File: src/rtl/bbmf_pkg.sv
// Package for the byte-budget message FIFO: item types, codes and fixed widths.
// Used by every module of the block but bbmf_ram; depends on nothing.
package bbmf_pkg;

    // Fixed field widths of the item and of the configuration registers.
    localparam int DATA_W  = 32;
    localparam int SIZE_W  = 16;
    localparam int LIMIT_W = 5;
    localparam int BYTES_W = 20;
    localparam int CFG_W   = 20;
    localparam int CFG_IDX_W = 1;

    // Operation codes of an input item.
    typedef enum logic [1:0] {
        MODE_ENQ   = 2'd0,
        MODE_FORCE = 2'd1,
        MODE_DEQ   = 2'd2,
        MODE_PEEK  = 2'd3
    } mode_t;

    // Status codes of a result item.
    typedef enum logic [1:0] {
        ST_OK        = 2'd0,
        ST_TOO_LARGE = 2'd1,
        ST_FULL      = 2'd2,
        ST_EMPTY     = 2'd3
    } status_t;

    // Configuration register indexes.
    typedef enum logic [CFG_IDX_W-1:0] {
        CFG_ENTRY_LIMIT = 1'd0,
        CFG_BYTE_BUDGET = 1'd1
    } cfg_idx_t;

    // Input item.
    typedef struct packed {
        mode_t              mode;
        logic [DATA_W-1:0]  payload;
        logic [SIZE_W-1:0]  msg_bytes;
    } in_item_t;

    // Result item.
    typedef struct packed {
        status_t             status;
        logic [DATA_W-1:0]   data_out;
        logic [SIZE_W-1:0]   data_bytes;
        logic [LIMIT_W-1:0]  entries_held;
        logic [BYTES_W-1:0]  bytes_held;
        logic [LIMIT_W-1:0]  dropped_count;
    } out_item_t;

    // Commands from the controller to the datapath.
    typedef struct packed {
        logic    load;
        logic    pop;
        logic    push;
        logic    finish;
        status_t status;
    } ctrl_cmd_t;

    // Status from the datapath to the controller.
    typedef struct packed {
        mode_t mode;
        logic  too_large;
        logic  need_room;
        logic  empty;
    } dp_stat_t;

endpackage

File: src/rtl/bbmf_ram.sv
// Generic single-write, single-read RAM with a registered read port.
// Stands alone; no package needed.
module bbmf_ram #(
    parameter int WIDTH = 48,
    parameter int DEPTH = 16
) (
    input  logic                     clk,
    input  logic                     we,
    input  logic [$clog2(DEPTH)-1:0] waddr,
    input  logic [WIDTH-1:0]         wdata,
    input  logic [$clog2(DEPTH)-1:0] raddr,
    output logic [WIDTH-1:0]         rdata
);

    logic [WIDTH-1:0] mem_reg [DEPTH];
    logic [WIDTH-1:0] rdata_reg;

    // Write port and registered read port.
    always_ff @(posedge clk)
    begin
        if (we)
        begin
            mem_reg[waddr] <= wdata;
        end
        rdata_reg <= mem_reg[raddr];
    end

    assign rdata = rdata_reg;

endmodule

File: src/rtl/bbmf_ctrl.sv
// Controller state machine of the byte-budget message FIFO.
// Depends on bbmf_pkg; drives the datapath through ctrl_cmd_t.
module bbmf_ctrl (
    input  logic               clk,
    input  logic               rst_n,
    input  logic               start,
    output logic               busy,
    input  bbmf_pkg::dp_stat_t stat,
    output bbmf_pkg::ctrl_cmd_t cmd
);

    import bbmf_pkg::*;

    typedef enum logic [1:0] {
        S_IDLE = 2'b01,
        S_EVAL = 2'b10
    } state_t;

    state_t state_reg;
    state_t state_next;

    // State register.
    always_ff @(posedge clk or negedge rst_n)
    begin
        if (!rst_n)
        begin
            state_reg <= S_IDLE;
        end
        else
        begin
            state_reg <= state_next;
        end
    end

    // Decide the operation. A forced enqueue stays in evaluation, dropping one
    // message per cycle, until the new message fits or the queue is empty.
    always_comb
    begin
        state_next = state_reg;
        cmd        = '0;
        cmd.status = ST_OK;
        unique case (state_reg)
            S_IDLE:
            begin
                if (start)
                begin
                    cmd.load   = 1'b1;
                    state_next = S_EVAL;
                end
            end
            S_EVAL:
            begin
                state_next = S_IDLE;
                cmd.finish = 1'b1;
                case (stat.mode) inside
                    MODE_ENQ, MODE_FORCE:
                    begin
                        if (stat.too_large)
                        begin
                            cmd.status = ST_TOO_LARGE;
                        end
                        else if (stat.mode == MODE_ENQ && stat.need_room)
                        begin
                            cmd.status = ST_FULL;
                        end
                        else if (stat.mode == MODE_FORCE && stat.need_room && !stat.empty)
                        begin
                            cmd.pop    = 1'b1;
                            cmd.finish = 1'b0;
                            state_next = S_EVAL;
                        end
                        else
                        begin
                            cmd.push = 1'b1;
                        end
                    end
                    default:
                    begin
                        if (stat.empty)
                        begin
                            cmd.status = ST_EMPTY;
                        end
                        else if (stat.mode == MODE_DEQ)
                        begin
                            cmd.pop = 1'b1;
                        end
                    end
                endcase
            end
            default:
            begin
                state_next = S_IDLE;
            end
        endcase
    end

    assign busy = (state_reg != S_IDLE);

endmodule

File: src/rtl/bbmf_dpath.sv
// Datapath of the byte-budget message FIFO: configuration, slots, counters,
// message RAM and result register. Depends on bbmf_pkg and bbmf_ram.
module bbmf_dpath #(
    parameter int DEPTH = 16
) (
    input  logic                          clk,
    input  logic                          rst_n,
    input  bbmf_pkg::in_item_t            in_item,
    input  logic                          cfg_we,
    input  logic [bbmf_pkg::CFG_IDX_W-1:0] cfg_index,
    input  logic [bbmf_pkg::CFG_W-1:0]    cfg_data,
    input  bbmf_pkg::ctrl_cmd_t           cmd,
    output bbmf_pkg::dp_stat_t            stat,
    output logic                          done,
    output bbmf_pkg::out_item_t           result
);

    import bbmf_pkg::*;

    localparam int SLOT_W = $clog2(DEPTH);
    localparam int CMP_W  = (SLOT_W + 1 > LIMIT_W) ? SLOT_W + 1 : LIMIT_W;
    localparam int WORD_W = DATA_W + SIZE_W;

    logic [LIMIT_W-1:0] entry_limit_reg;
    logic [BYTES_W-1:0] byte_budget_reg;
    in_item_t           item_reg;
    logic [SLOT_W-1:0]  read_slot_reg, read_slot_next;
    logic [SLOT_W-1:0]  write_slot_reg, write_slot_next;
    logic [LIMIT_W-1:0] count_reg, count_next;
    logic [BYTES_W-1:0] total_reg, total_next;
    logic [LIMIT_W-1:0] dropped_reg, dropped_next;
    logic               done_reg;
    out_item_t          result_reg;

    logic [LIMIT_W-1:0] eff_limit;
    logic [WORD_W-1:0]  rd_word;
    logic [DATA_W-1:0]  front_data;
    logic [SIZE_W-1:0]  front_size;
    logic [BYTES_W:0]   sum_after;
    logic               full;
    logic               is_read_mode;

    // Advance a slot, wrapping to zero at the effective entry limit.
    function automatic logic [SLOT_W-1:0] next_slot(input logic [SLOT_W-1:0] s,
                                                    input logic [LIMIT_W-1:0] lim);
        logic [CMP_W-1:0] n;
        n = CMP_W'(s) + CMP_W'(1);
        next_slot = (n >= CMP_W'(lim)) ? '0 : n[SLOT_W-1:0];
    endfunction

    // Configuration registers.
    always_ff @(posedge clk or negedge rst_n)
    begin
        if (!rst_n)
        begin
            entry_limit_reg <= LIMIT_W'(16);
            byte_budget_reg <= {BYTES_W{1'b1}};
        end
        else if (cfg_we)
        begin
            unique case (cfg_idx_t'(cfg_index))
                CFG_ENTRY_LIMIT: entry_limit_reg <= cfg_data[LIMIT_W-1:0];
                CFG_BYTE_BUDGET: byte_budget_reg <= cfg_data[BYTES_W-1:0];
                default: ;
            endcase
        end
    end

    // Effective entry limit: zero acts as one, values above DEPTH act as DEPTH.
    always_comb
    begin
        if (entry_limit_reg == '0)
        begin
            eff_limit = LIMIT_W'(1);
        end
        else if (int'(entry_limit_reg) > DEPTH)
        begin
            eff_limit = LIMIT_W'(DEPTH);
        end
        else
        begin
            eff_limit = entry_limit_reg;
        end
    end

    assign front_data = rd_word[WORD_W-1:SIZE_W];
    assign front_size = rd_word[SIZE_W-1:0];

    // Room checks on the current counters.
    assign full      = (count_reg >= eff_limit) || (total_reg >= byte_budget_reg);
    assign sum_after = {1'b0, total_reg} + (BYTES_W + 1)'(item_reg.msg_bytes);

    assign stat.mode      = item_reg.mode;
    assign stat.too_large = BYTES_W'(item_reg.msg_bytes) > byte_budget_reg;
    assign stat.need_room = full || (sum_after > {1'b0, byte_budget_reg});
    assign stat.empty     = (count_reg == '0);

    // Next values of slots and counters for a pop or a push; a load clears the drop count.
    always_comb
    begin
        read_slot_next  = read_slot_reg;
        write_slot_next = write_slot_reg;
        count_next      = count_reg;
        total_next      = total_reg;
        dropped_next    = dropped_reg;
        if (cmd.load)
        begin
            dropped_next = '0;
        end
        if (cmd.pop)
        begin
            read_slot_next = next_slot(read_slot_reg, eff_limit);
            count_next     = count_reg - LIMIT_W'(1);
            total_next     = (BYTES_W'(front_size) > total_reg) ? '0
                             : total_reg - BYTES_W'(front_size);
            if (item_reg.mode == MODE_FORCE)
            begin
                dropped_next = dropped_reg + LIMIT_W'(1);
            end
        end
        if (cmd.push)
        begin
            write_slot_next = next_slot(write_slot_reg, eff_limit);
            count_next      = count_reg + LIMIT_W'(1);
            total_next      = sum_after[BYTES_W-1:0];
        end
    end

    // Queue control registers.
    always_ff @(posedge clk or negedge rst_n)
    begin
        if (!rst_n)
        begin
            read_slot_reg  <= '0;
            write_slot_reg <= '0;
            count_reg      <= '0;
            total_reg      <= '0;
            dropped_reg    <= '0;
            done_reg       <= 1'b0;
        end
        else
        begin
            read_slot_reg  <= read_slot_next;
            write_slot_reg <= write_slot_next;
            count_reg      <= count_next;
            total_reg      <= total_next;
            dropped_reg    <= dropped_next;
            done_reg       <= cmd.finish;
        end
    end

    // Item and result payload registers.
    assign is_read_mode = (item_reg.mode == MODE_DEQ) || (item_reg.mode == MODE_PEEK);

    always_ff @(posedge clk)
    begin
        if (cmd.load)
        begin
            item_reg <= in_item;
        end
        if (cmd.finish)
        begin
            result_reg.status        <= cmd.status;
            result_reg.data_out      <= (is_read_mode && cmd.status == ST_OK) ? front_data : '0;
            result_reg.data_bytes    <= (is_read_mode && cmd.status == ST_OK) ? front_size : '0;
            result_reg.entries_held  <= count_next;
            result_reg.bytes_held    <= total_next;
            result_reg.dropped_count <= dropped_reg;
        end
    end

    // Message memory; the read port follows the front slot every cycle.
    bbmf_ram #(
        .WIDTH (WORD_W),
        .DEPTH (DEPTH)
    ) u_ram (
        .clk   (clk),
        .we    (cmd.push),
        .waddr (write_slot_reg),
        .wdata ({item_reg.payload, item_reg.msg_bytes}),
        .raddr (read_slot_next),
        .rdata (rd_word)
    );

    assign done   = done_reg;
    assign result = result_reg;

endmodule

File: src/rtl/byte_budget_message_fifo.sv
// Top level of the byte-budget message FIFO: controller plus datapath.
// Depends on bbmf_pkg, bbmf_ctrl, bbmf_dpath and bbmf_ram.
//
//   Channel  | Handshake           | Payload
//   ---------+---------------------+----------------------
//   command  | start / busy        | cmd (in_item_t)
//   result   | done (one cycle)    | result (out_item_t)
//   config   | cfg_we              | cfg_index, cfg_data
//
// An item is taken when start is high and busy is low. It is registered as
// the controller enters evaluation, and done rises together with the registered
// result; a forced enqueue stays in evaluation while it drops messages, the
// evaluation loop reading one front entry per cycle from the message RAM. One
// item is worked on at a time. done is high for a single cycle and the receiver
// cannot stall it; result holds until the next item finishes. Reset clears
// the queue and restores the configuration defaults; the message RAM is not cleared.
module byte_budget_message_fifo #(
    parameter int DEPTH = 16
) (
    input  logic                           clk,
    input  logic                           rst_n,
    input  logic                           start,
    output logic                           busy,
    input  bbmf_pkg::in_item_t             cmd,
    output logic                           done,
    output bbmf_pkg::out_item_t            result,
    input  logic                           cfg_we,
    input  logic [bbmf_pkg::CFG_IDX_W-1:0] cfg_index,
    input  logic [bbmf_pkg::CFG_W-1:0]     cfg_data
);

    import bbmf_pkg::*;

    ctrl_cmd_t ctrl_cmd;
    dp_stat_t  dp_stat;

    bbmf_ctrl u_ctrl (
        .clk   (clk),
        .rst_n (rst_n),
        .start (start),
        .busy  (busy),
        .stat  (dp_stat),
        .cmd   (ctrl_cmd)
    );

    bbmf_dpath #(
        .DEPTH (DEPTH)
    ) u_dpath (
        .clk       (clk),
        .rst_n     (rst_n),
        .in_item   (cmd),
        .cfg_we    (cfg_we),
        .cfg_index (cfg_index),
        .cfg_data  (cfg_data),
        .cmd       (ctrl_cmd),
        .stat      (dp_stat),
        .done      (done),
        .result    (result)
    );

endmodule
File: config.mk
export PLATFORM = sky130hd
export DESIGN_NAME = byte_budget_message_fifo
export DESIGN_NICKNAME = d
export VERILOG_FILES = /design/src/rtl/bbmf_pkg.sv /design/src/rtl/bbmf_ram.sv /design/src/rtl/bbmf_ctrl.sv /design/src/rtl/bbmf_dpath.sv /design/src/rtl/byte_budget_message_fifo.sv
export SDC_FILE = /design/constraint.sdc
export NUM_CORES = 1
export LEC_CHECK = 0
export BUFFER_PORTS_ARGS = -buffer_cell sky130_fd_sc_hd__buf_4
export CAP_MARGIN = 20
export CORE_MARGIN = 2
export CORE_UTILIZATION = 60
export CTS_BUF_LIST = sky130_fd_sc_hd__clkbuf_16
export DETAILED_ROUTE_END_ITERATION = 6
export PLACE_DENSITY = 0.87
export SLEW_MARGIN = 10
export SYNTH_ARGS = -nofsm -noshare
export SYNTH_HDL_FRONTEND = slang
export SYNTH_SLANG_ARGS = --single-unit
File: constraint.sdc
create_clock -name clk -period 10.4 [get_ports clk]
set_input_delay 1.56 -clock clk [delete_from_list [all_inputs] [get_ports clk]]
set_output_delay 1.56 -clock clk [all_outputs]
set_load 0.005 [all_outputs]
Yosys cells after proc, flatten, opt, wreduce, memory -nomap -nowiden
Memory sizes are Yosys's and may differ from the RTL's. A register that Yosys moved wholly into a read port is not among the register bits.
Index checks and enable logic that the tools add are counted.
{"block": "word_totals", "wordCells": 93, "register_bits": 196, "n_memories": 1, "inputBits": 75, "ram_bits": 768, "output_inout_bits": 82}
{"block": "op_classes", "reduce_logical": 15, "addsub": 7, "mux": 36, "order_cmp": 8, "bitwise": 1, "eq_ne": 7}
{"memory": "u_dpath.u_ram.mem_reg", "words": 16, "width": 48, "rd": 1, "rd_clocked_by_memory_dff": 1, "wr": 1, "line_no": "bbmf_ram.sv:15", "text": "logic [WIDTH-1:0] mem_reg [DEPTH];"}
{"cell": "two-way mux 20 bit", "n": 3}
{"cell": "greater-than comparator 16 x 20 -> 1 bit", "n": 2}
{"cell": "two-way mux 5 bit", "n": 8}
{"cell": "adder 20 x 16 -> 21 bit", "n": 1}
{"cell": "greater-than comparator 21 x 20 -> 1 bit", "n": 1}
{"cell": "greater-or-equal comparator 20 bit", "n": 1}
{"cell": "two-way mux 2 bit", "n": 10}
{"cell": "subtractor 20 x 16 -> 20 bit", "n": 1}
{"cell": "greater-or-equal comparator 5 bit", "n": 3}
{"cell": "two-way mux 4 bit", "n": 3}
{"cell": "adder 4 x 1 -> 5 bit (second input constant)", "n": 2}
{"cell": "adder 5 x 1 -> 5 bit (second input constant)", "n": 2}
{"cell": "zero test 5 bit", "n": 2}
{"cell": "two-way mux 1 bit", "n": 9}
{"cell": "equality test 2 bit (second input constant)", "n": 3}
{"cell": "two-way mux 3 bit", "n": 2}
{"cell": "greater-than comparator 5 bit (second input constant)", "n": 1}
{"cell": "subtractor 5 x 1 -> 5 bit (second input constant)", "n": 1}
{"cell": "equality test 2 x 1 -> 1 bit (second input constant)", "n": 2}
{"cell": "logical AND 1 bit", "n": 4}
{"cell": "zero test 2 bit", "n": 2}
{"cell": "case mux 2 bit (2 select lines)", "n": 1}
{"cell": "AND reduction 2 bit", "n": 2}
{"cell": "logical OR 1 bit", "n": 3}
{"cell": "5 further kinds", "n": 5}

Logic depth before layout (Yosys ltp)
Gate-level depths: netlist (run 1).
{"block": "logic_depth", "depth_word": 15, "ltp_mapped": 29, "depth_no_buf": 26}

Cells and area by module
A second synthesis (run 1) with hierarchy kept.
{"block": "hier_totals", "hier_cells": 2104, "hier_area_um2": 40112.2}
{"module": "bbmf_ram", "seq_area_each_um2": 24023.0, "area_each_um2": 29691.0, "cells_per_inst": 1242, "instances": 1}
{"module": "bbmf_dpath", "seq_area_each_um2": 5531.6, "area_each_um2": 10182.3, "cells_per_inst": 830, "instances": 1}
{"module": "bbmf_ctrl", "seq_area_each_um2": 51.3, "area_each_um2": 239.0, "cells_per_inst": 32, "instances": 1}

Least setup slack after synthesis (run 1)
No wires, ideal clock.
{"block": "synth_path", "path_type": "register to register", "from": "register u_dpath.item_reg[0] in the netlist's numbering", "to": "memory u_dpath.u_ram.mem_reg[9][0] (enable)", "n_path_buf": 0, "synth_period_minus_slack_ns": 9.027, "stages_incl_launch_ff": 24, "setup_ns": 0.523, "arrival_time_ns": 8.504, "t_required_ns": 9.877, "path_slack_ns": 1.373, "cell_sequence": "edfxtp_1 ha_1 inv_1 fa_1 nand2b_1 a21o_1 a211o_1 o21ai_1 nor2_1 nor3_1 a21o_1 a21oi_1 nor2_1 xor2_1 ha_1 nand4_1 nor2_1 a2111o_1 a211o_1 a2111oi_4 nand2_1 a21oi_1 nand2_1 nor3b_1"}
{"block": "synth_via", "elab_chain_len": 12, "elab_cells_between_ends": 14, "cone_classes": "add/sub: 1; order compare: 2; mux: 7; reduce/logical: 4"}
{"item": "start, declared", "line_no": "bbmf_dpath.sv:26", "text": "in_item_t item_reg;"}
{"item": "start signal, assigned", "line_no": "bbmf_dpath.sv:159", "text": "item_reg <= in_item;"}
{"item": "adder 20 x 16 -> 21 bit", "line_no": "bbmf_dpath.sv:91", "text": "assign sum_after = {1'b0, total_reg} + (BYTES_W + 1)'(item_reg.msg_bytes);"}
{"item": "greater-than comparator 21 x 20 -> 1 bit", "line_no": "bbmf_dpath.sv:95", "text": "assign stat.need_room = full || (sum_after > {1'b0, byte_budget_reg});"}
{"item": "logical OR 1 bit", "line_no": "bbmf_dpath.sv:95"}
{"item": "logical AND 1 bit (2 in series)", "line_no": "bbmf_ctrl.sv:66", "text": "else if (stat.mode == MODE_FORCE && stat.need_room && !stat.empty)"}
{"item": "two-way mux 1 bit", "line_no": "bbmf_ctrl.sv:66"}
{"item": "two-way mux 3 bit", "line_no": "bbmf_ctrl.sv:62", "text": "else if (stat.mode == MODE_ENQ && stat.need_room)"}
{"item": "two-way mux 3 bit (*)", "line_no": "bbmf_ctrl.sv:58", "text": "if (stat.too_large)"}
{"item": "two-way mux 2 bit (*)", "line_no": "bbmf_ctrl.sv:55", "text": "case (stat.mode) inside"}
{"item": "two-way mux 5 bit (*)", "line_no": "bbmf_ctrl.sv:42", "text": "unique case (state_reg)"}
{"item": "two-way mux 1 bit (*)", "line_no": "bbmf_ram.sv:21", "text": "if (we)"}
{"item": "two-way mux 1 bit (implied by the code) (*)", "line_no": "bbmf_ram.sv:23", "text": "mem_reg[waddr] <= wdata;"}
{"item": "end, declared", "line_no": "bbmf_ram.sv:15"}
Every way passes the cells marked *; elsewhere a longest branch is shown, timed or not.

Worst setup path in the final report (run 1)
{"block": "layout_path", "from": "register u_dpath.item_reg[0] in the netlist's numbering", "to": "register u_dpath.u_ram.rdata_reg[1] (netlist: u_dpath.u_ram.rdata[1]), read port of u_dpath.u_ram.mem_reg"}
{"block": "layout_via", "elab_chain_len": 11, "elab_cells_between_ends": 13, "cone_classes": "add/sub: 1; order compare: 2; mux: 6; reduce/logical: 4"}
{"item": "adder 20 x 16 -> 21 bit", "line_no": "bbmf_dpath.sv:91"}
{"item": "greater-than comparator 21 x 20 -> 1 bit", "line_no": "bbmf_dpath.sv:95"}
{"item": "logical OR 1 bit", "line_no": "bbmf_dpath.sv:95"}
{"item": "logical AND 1 bit (2 in series)", "line_no": "bbmf_ctrl.sv:66"}
{"item": "two-way mux 1 bit", "line_no": "bbmf_ctrl.sv:66"}
{"item": "two-way mux 3 bit", "line_no": "bbmf_ctrl.sv:62"}
{"item": "two-way mux 3 bit (*)", "line_no": "bbmf_ctrl.sv:58"}
{"item": "two-way mux 1 bit (*)", "line_no": "bbmf_ctrl.sv:55"}
{"item": "two-way mux 5 bit (*)", "line_no": "bbmf_ctrl.sv:42"}
{"item": "two-way mux 4 bit (*)", "line_no": "bbmf_dpath.sv:110", "text": "if (cmd.pop)"}
{"item": "end, declared", "line_no": "bbmf_ram.sv:16", "text": "logic [WIDTH-1:0] rdata_reg;"}
Marks and branches as above.
A chain may end at the register's enable or synchronous reset.

==> results_dict.tcl, run 1 <==
set metrics [dict create \
    syn_area_sq_um 40700 \
    clkSlewWorstSetupHoldPaths_ns 0.06 \
    synthCells 2468 \
    drv_cap 0 \
    grt_antenna_before_repair 1 \
    met3_length_um 9340 \
    ys_async_sr_fraction 0.0652 \
    top_layer "met5" \
    critPathRequiredTime_ns 10.92 \
    initial_utilization 0.606 \
    irDropWorstVdd_v 0.000220 \
    ctsHoldBuffers 0 \
    synthTopCellsByArea "edfxtp_1, mux2i_1, ha_1" \
    yosysWarnings 0 \
    synth-seq-cells 1012 \
    layout-drive-gt1-share 0.145 \
    root_buffer "clkbuf_16" \
    largest_register_ffs 768 \
    synth_cell_types 68 \
    drt-wirelength-per-cell_um 26.9 \
    period_minus_slack_ns 8.38 \
    setup.worst_path.end_class "register" \
    layoutNonFillerInstCount 3585 \
    r2r-start "u_dpath.item_reg[0]" \
    cts_tree "done" \
    fmax_mhz 119 \
    nets 2825 \
    grt_pass1_vias 23700 \
    cts_setup_buffers 0 \
    dr_wl_met2_um 47500 \
    cpPeakStageDelay_ns 0.68 \
    core_area_sq_um 67200 \
    dp_hpwl_um 49000 \
    grt_max_degree 97 \
    num_vias 23200 \
    p_per_area_nw_per_um2 261 \
    synth.top_cell.area_share 0.662 \
    critPathLaunch "u_dpath.item_reg[0]" \
    min-delay-start "u_dpath.u_ram.rdata[22]" \
    min_path_type "register to register" \
    wl_met1_um 35700 \
    crit_slowest_cell "edfxtp_1" \
    crit_family "simple AND/OR/NAND/NOR gates" \
    clockBufferDepth 3 \
    slew_violations 0 \
    numCtsBuffers 94 \
    synth_area_leader_cell "edfxtp_1" \
    hold_violations 0 \
    fin_skew_ns 0.0492 \
    syn_to_final_growth_pct 12.3 \
    numClockSinks 1012 \
    grt_first_pass_wirelength_um 142000 \
    synth_nets 2658 \
    cellLeakagePower_nw 17.4 \
    drc 0 \
    diodes 0 \
    io_buffers 156 \
    rsz0062_at_grt "no" \
    syn-mean-instance-area_sq_um 16.5 \
    cts-resized-gates 0 \
    die_area_sq_um 70000 \
    chipWidth_um 265 \
    antenna_left 0 \
    status "complete, no violations" \
    fin_crit_sh 0.805 \
    relSlewSlack 0.248 \
    die_h_um 265 \
    clk_latency_ns 0.67 \
    htree_levels 3 \
    final-setup-viol-count 0 \
    grt_use_total 0.273 \
    worst_pin_slew_ns 1.13 \
    initialDrtViolationCount 2931 \
    crit_fanout 72 \
    placed_cells 3412 \
    placementRows 95 \
    ys.flop_type "edfxtp_1" \
    start_kind "register" \
    ys_seq_area_frac 0.727 \
    wirelength_um 96400 \
    place.gp.congestion 0.896 \
    setup_tns_ns 0 \
    synth_edf_count 898 \
    viasPerCell 6.48 \
    io_pins 157 \
    crit_buf_inv 3 \
    path_class "register to register" \
    cp.arrival_ns 8.90 \
    drt-pass1-iter-count 6 \
    gr-total-overflow 0 \
]
## through the flow
stage | area (sq um) | worst slack (ns) | power (mW) | utilization | hold slack [ns]
floorplan | 40700 | 1.37 | 7.70 | - | 0.462
global placement | 42700 | 2.50 | 8.41 | 0.636 | 0.484
detailed placement | 42700 | 2.17 | 8.57 | 0.636 | 0.490
CTS | 45700 | 2.11 | 11.9 | 0.681 | 0.510
global route | 45700 | 1.42 | 12.4 | 0.681 | 0.525
finish | 45700 | 2.02 | 11.9 | 0.681 | 0.505
## cell type report
class	count	area [sq um]
clock inverter	76	588
multi-input combinational	1283	10400
tap	873	1090
inverter	67	251
clock buffer	97	2430
timing repair buffer	177	1370
fill	4137	21400
sequential	1012	29600
## report_power, final
group	leakage, nW	internal (mW)	switching, mW
Combinational	6.59	1.40	1.86
Sequential	9.30	4.94	0.368
Clock	1.53	1.85	1.50
Total	17.4	8.20	3.73
## Yosys cell counts (5+ instances only)
cell type  instances
a211o_1            5
a211oi_1           7
o22ai_1          194
clkbuf_1          36
o21ai_0           48
mux2i_1          386
or4_1             48
nor2b_1            9
edfxtp_1         898
and3_1            10
nand2_1           56
buf_4              7
nand2b_1          15
nand4_1            9
buf_2             40
xnor2_1           29
or3_1              8
xor2_1            11
ha_1             113
dfrtp_1           44
mux2_2            24
nor3_1            23
dfstp_2           22
and2_1            56
a21o_1            16
o21a_1             5
nand3_1           22
dfxtp_1           48
buf_6             21
a21oi_1           73
inv_1             65
nor2_1            50
o31ai_1            5
## routing by layer
| metal | vias up | global-route usage |
|---|---|---|
| met5 | - | 0 |
| met4 | 2 | 0.109 |
| met3 | 301 | 0.0551 |
| met2 | 1413 | 0.455 |
| met1 | 11500 | 0.356 |
| li1 | 9985 | - |
## placed cells by master (no fill, tap or decap), types with 11 or more instances in the layout
| cell type | netlist | layout |
|---|---|---|
| and2_1 | 56 | 53 |
| dfrtp_1 | 44 | 44 |
| nor3_1 | 23 | 21 |
| o21ai_0 | 48 | 48 |
| or4_1 | 48 | 48 |
| o22ai_1 | 194 | 194 |
| ha_1 | 113 | 113 |
| nor2_1 | 50 | 48 |
| xor2_1 | 11 | 11 |
| clkinv_2 | 0 | 12 |
| mux2_2 | 24 | 24 |
| nand2_1 | 56 | 56 |
| a21o_1 | 16 | 16 |
| nand2b_1 | 15 | 15 |
| dfstp_2 | 22 | 22 |
| dfxtp_1 | 48 | 48 |
| inv_1 | 65 | 84 |
| clkinv_1 | 0 | 25 |
| edfxtp_1 | 898 | 898 |
| a21oi_1 | 73 | 73 |
| clkbuf_16 | 0 | 97 |
| xnor2_1 | 29 | 29 |
| mux2i_1 | 386 | 385 |
| buf_4 | 7 | 174 |
| nand3_1 | 22 | 19 |
## final timing paths
| check | depth (start not counted) | slack, ns | end |
|---|---|---|---|
| min in group asynchronous | 1 | 1.04 | u_dpath.total_reg[10] |
| min reg2reg | 1 | 0.50 | u_dpath.result[52] |
| min | 1 | 0.50 | u_dpath.result[52] |
| max reg2reg | 27 | 2.02 | u_dpath.u_ram.rdata[1] |
| max | 27 | 2.02 | u_dpath.u_ram.rdata[1] |
| max in group asynchronous | 1 | 8.74 | u_dpath.dropped_reg[1] |
## cell families after synthesis
| logic type | count (synthesis) | synth area share |
|---|---|---|
| flops | 1012 | 0.727 |
| mux | 412 | 0.102 |
| compound gates | 391 | 0.0602 |
| simple gates | 325 | 0.0442 |
| buf+inv | 173 | 0.0217 |
| fa+ha+maj | 115 | 0.0357 |
| xor+xnor | 40 | 0.00860 |
(Power assumes the default switching activity.)
==> run 2: changes to the inputs <==
--- a/config.mk
+++ b/config.mk
@@ -8,10 +8,10 @@
 export BUFFER_PORTS_ARGS = -buffer_cell sky130_fd_sc_hd__buf_4
 export CAP_MARGIN = 20
 export CORE_MARGIN = 2
-export CORE_UTILIZATION = 60
+export CORE_UTILIZATION = 56
 export CTS_BUF_LIST = sky130_fd_sc_hd__clkbuf_16
 export DETAILED_ROUTE_END_ITERATION = 6
-export PLACE_DENSITY = 0.87
+export PLACE_DENSITY = 0.85
 export SLEW_MARGIN = 10
 export SYNTH_ARGS = -nofsm -noshare
 export SYNTH_HDL_FRONTEND = slang
==> constraint.sdc (replaced) <==
create_clock -name clk -period 6.9 [get_ports clk]
set_input_delay 1.035 -clock clk [delete_from_list [all_inputs] [get_ports clk]]
set_output_delay 1.035 -clock clk [all_outputs]
set_load 0.005 [all_outputs]
==> run 2 against run 1 <==
- sequential power is 50% higher
- clock power rose by 63%
- clock skew increased by 0.019 ns
- first-iteration DRC count up 2.5%
- sequential share of layout area down 2.1 points
- combinational power up 65%
- critical path depth up 1
- die area rose by 7.0%
- critical path type unchanged
- critical endpoint is now u_dpath.u_ram.rdata[31]
==> results_dict.tcl, run 2 (synthesis gave the netlist of run 1 again) <==
set metrics [dict create \
    chipWidth_um 274 \
    num_vias 23800 \
    syn_to_final_growth_pct 16.1 \
    grt_antenna_before_repair 2 \
    reg2reg_to "u_dpath.u_ram.rdata[31]" \
    start_kind "register" \
    viasPerCell 6.36 \
    hold_violations 0 \
    grt_first_pass_wirelength_um 147000 \
    layout_commonest_cell "edfxtp_1" \
    initialDrtViolationCount 3003 \
    grt_pass1_vias 24000 \
    diodes 0 \
    fin_crit_sh 0.957 \
    rsz0062_at_grt "yes" \
    io_buffers 156 \
    postLayoutCellArea_sq_um 47300 \
    gr-total-overflow 0 \
    path_class "register to register" \
    cp.arrival_ns 7.13 \
    critPathLaunch "u_dpath.total_reg[0]" \
    die_h_um 274 \
    grt_use_total 0.265 \
    die_area_sq_um 74900 \
    place_ws_ns 0.261 \
    nets 2901 \
    p_per_area_nw_per_um2 397 \
    antenna_left 0 \
    fin_skew_ns 0.0679 \
    numClockSinks 1012 \
    grt_max_degree 82 \
    fmax_mhz 151 \
    place.gp.congestion 0.917 \
    slew_violations 0 \
    switching_share 0.315 \
    crit_end "u_dpath.u_ram.rdata[31]" \
    layout-drive-gt1-share 0.176 \
    cp_common_cell "nor2_1" \
    largest_register_ffs 768 \
    clockBufferDepth 3 \
    crit_slowest_cell "or4_1" \
    power.switching_mw 5.91 \
    wirelength_um 103000 \
    cts_tree "done" \
    relSlewSlack 0.284 \
    io_pins 157 \
    drt-pass1-iter-count 6 \
    multi_input_area_sq_um 10400 \
    critPathRequiredTime_ns 7.43 \
    irDropWorstVdd_v 0.000276 \
    worst_pin_slew_ns 1.05 \
    clkSlewWorstSetupHoldPaths_ns 0.07 \
    htree_levels 3 \
    initial_utilization 0.568 \
    placementRows 98 \
    dp_hpwl_um 57200 \
    status "complete, no violations" \
    combPwrFrac 0.287 \
    clock_power_share 0.289 \
    period_minus_slack_ns 6.60 \
    final_cell_mix "edfxtp_1, mux2i_1, buf_4, o22ai_1, ha_1" \
    final-seq-area_sq_um 29600 \
    reg2regPathDepth 28 \
    clk_latency_ns 0.69 \
    internal_power_mw 12.9 \
    numCtsBuffers 97 \
    min_path_type "primary input to async pin" \
    crit_fanout 16 \
    placed_area_sq_um 43700 \
    drv_cap 0 \
    cellLeakagePower_nw 18.1 \
    setup_slack_ns 0.297 \
    cpPeakStageDelay_ns 0.54 \
    drt-wirelength-per-cell_um 27.4 \
    fill_cells 4537 \
    ctsHoldBuffers 0 \
    final-setup-viol-count 0 \
    core_area_sq_um 71700 \
    r2r-start "u_dpath.total_reg[0]" \
    p_seq_frac 0.424 \
    setup.worst_path.end_class "register" \
    reg2reg_slack_ns 0.30 \
    drc 0 \
    root_buffer "clkbuf_16" \
]
## run 2: cell count changes in the layout (fill, tap and decap cells not counted), moves of 5 or more
cell       before  now
buf_12          3   38
buf_4         174  201
clkinv_1       25   17
and3_2          0    6
and3_4          6    0
bufinv_16       6   12
clkbuf_16      97  103
buf_16          0    5
mux2i_1       385  380
mux2i_2         0    5
## run 2: timing repair
action	in CTS	in global routing
hold endpoints to repair	0	0
resized for setup	0	16
setup buffers	0	4
endpoints found under the setup margin	0	48
## run 2: layout make-up
| cell class | count | area share |
|---|---|---|
| Sequential cell | 1012 | 0.626 |
| Multi-Input combinational cell | 1283 | 0.220 |
| Timing Repair Buffer | 250 | 0.0539 |
| Clock buffer | 98 | 0.0519 |
| Tap cell | 950 | 0.0251 |
| Clock inverter | 85 | 0.0177 |
| Inverter | 67 | 0.00532 |
## run 2: through the flow
stage | TNS (ns) | power [mW] | instances | utilization | hold WS, ns
floorplan | -135.36 | 11.6 | 2468 | - | 0.462
global placement | 0 | 12.9 | 3553 | 0.610 | 0.484
global route | -0.560 | 19.5 | 3745 | 0.659 | 0.500
detailed placement | 0 | 13.1 | 3553 | 0.610 | 0.490
CTS | 0 | 18.5 | 3736 | 0.656 | 0.490
finish | 0 | 18.8 | 3745 | 0.659 | 0.479
## run 2: worst min path at each step
stage | from | end | slack [ns] | cells after the start
final | rst_n | u_dpath.total_reg[3] | 0.48 | 1
after global routing | cmd[43] | u_dpath.item_reg[43] | 0.50 | 1
after CTS | rst_n | u_dpath.total_reg[4] | 0.49 | 1
after detailed placement | u_dpath.dropped_reg[4] | u_dpath.result[4] | 0.49 | 0
after global placement | u_ctrl.state_reg[0] | u_ctrl.state_reg[0] | 0.48 | 2
after floorplan | u_dpath.dropped_reg[3] | u_dpath.result[3] | 0.46 | 0
## run 2: metal layers
metal  global-route usage  part of all wire
met1                0.342              0.37
met2                0.439              0.49
met3               0.0505              0.10
met4                0.120             0.041
met5                    0                 0
## run 2: power groups by stage
stage	logic [mW]	clock network [mW]	registers, mW
after global routing	5.80	5.71	8.01
after CTS	5.12	5.46	7.96
after floorplan	3.73	0	7.87
final	5.39	5.43	7.97
after global placement	4.82	0	8.04
after detailed placement	5.04	0	8.07
## run 2: worst max-delay path, delay by kind of cell (launching register included)
family | cells | cell delay, ns
AOI/OAI and AO/OA | 11 | 2.48
xor gates and xnor gates | 1 | 0.21
adders and majority gates | 3 | 0.86
buffers and inverters | 4 | 0.68
DFF | 1 | 0.38
muxes | 2 | 0.53
and+or+nand+nor | 7 | 1.30
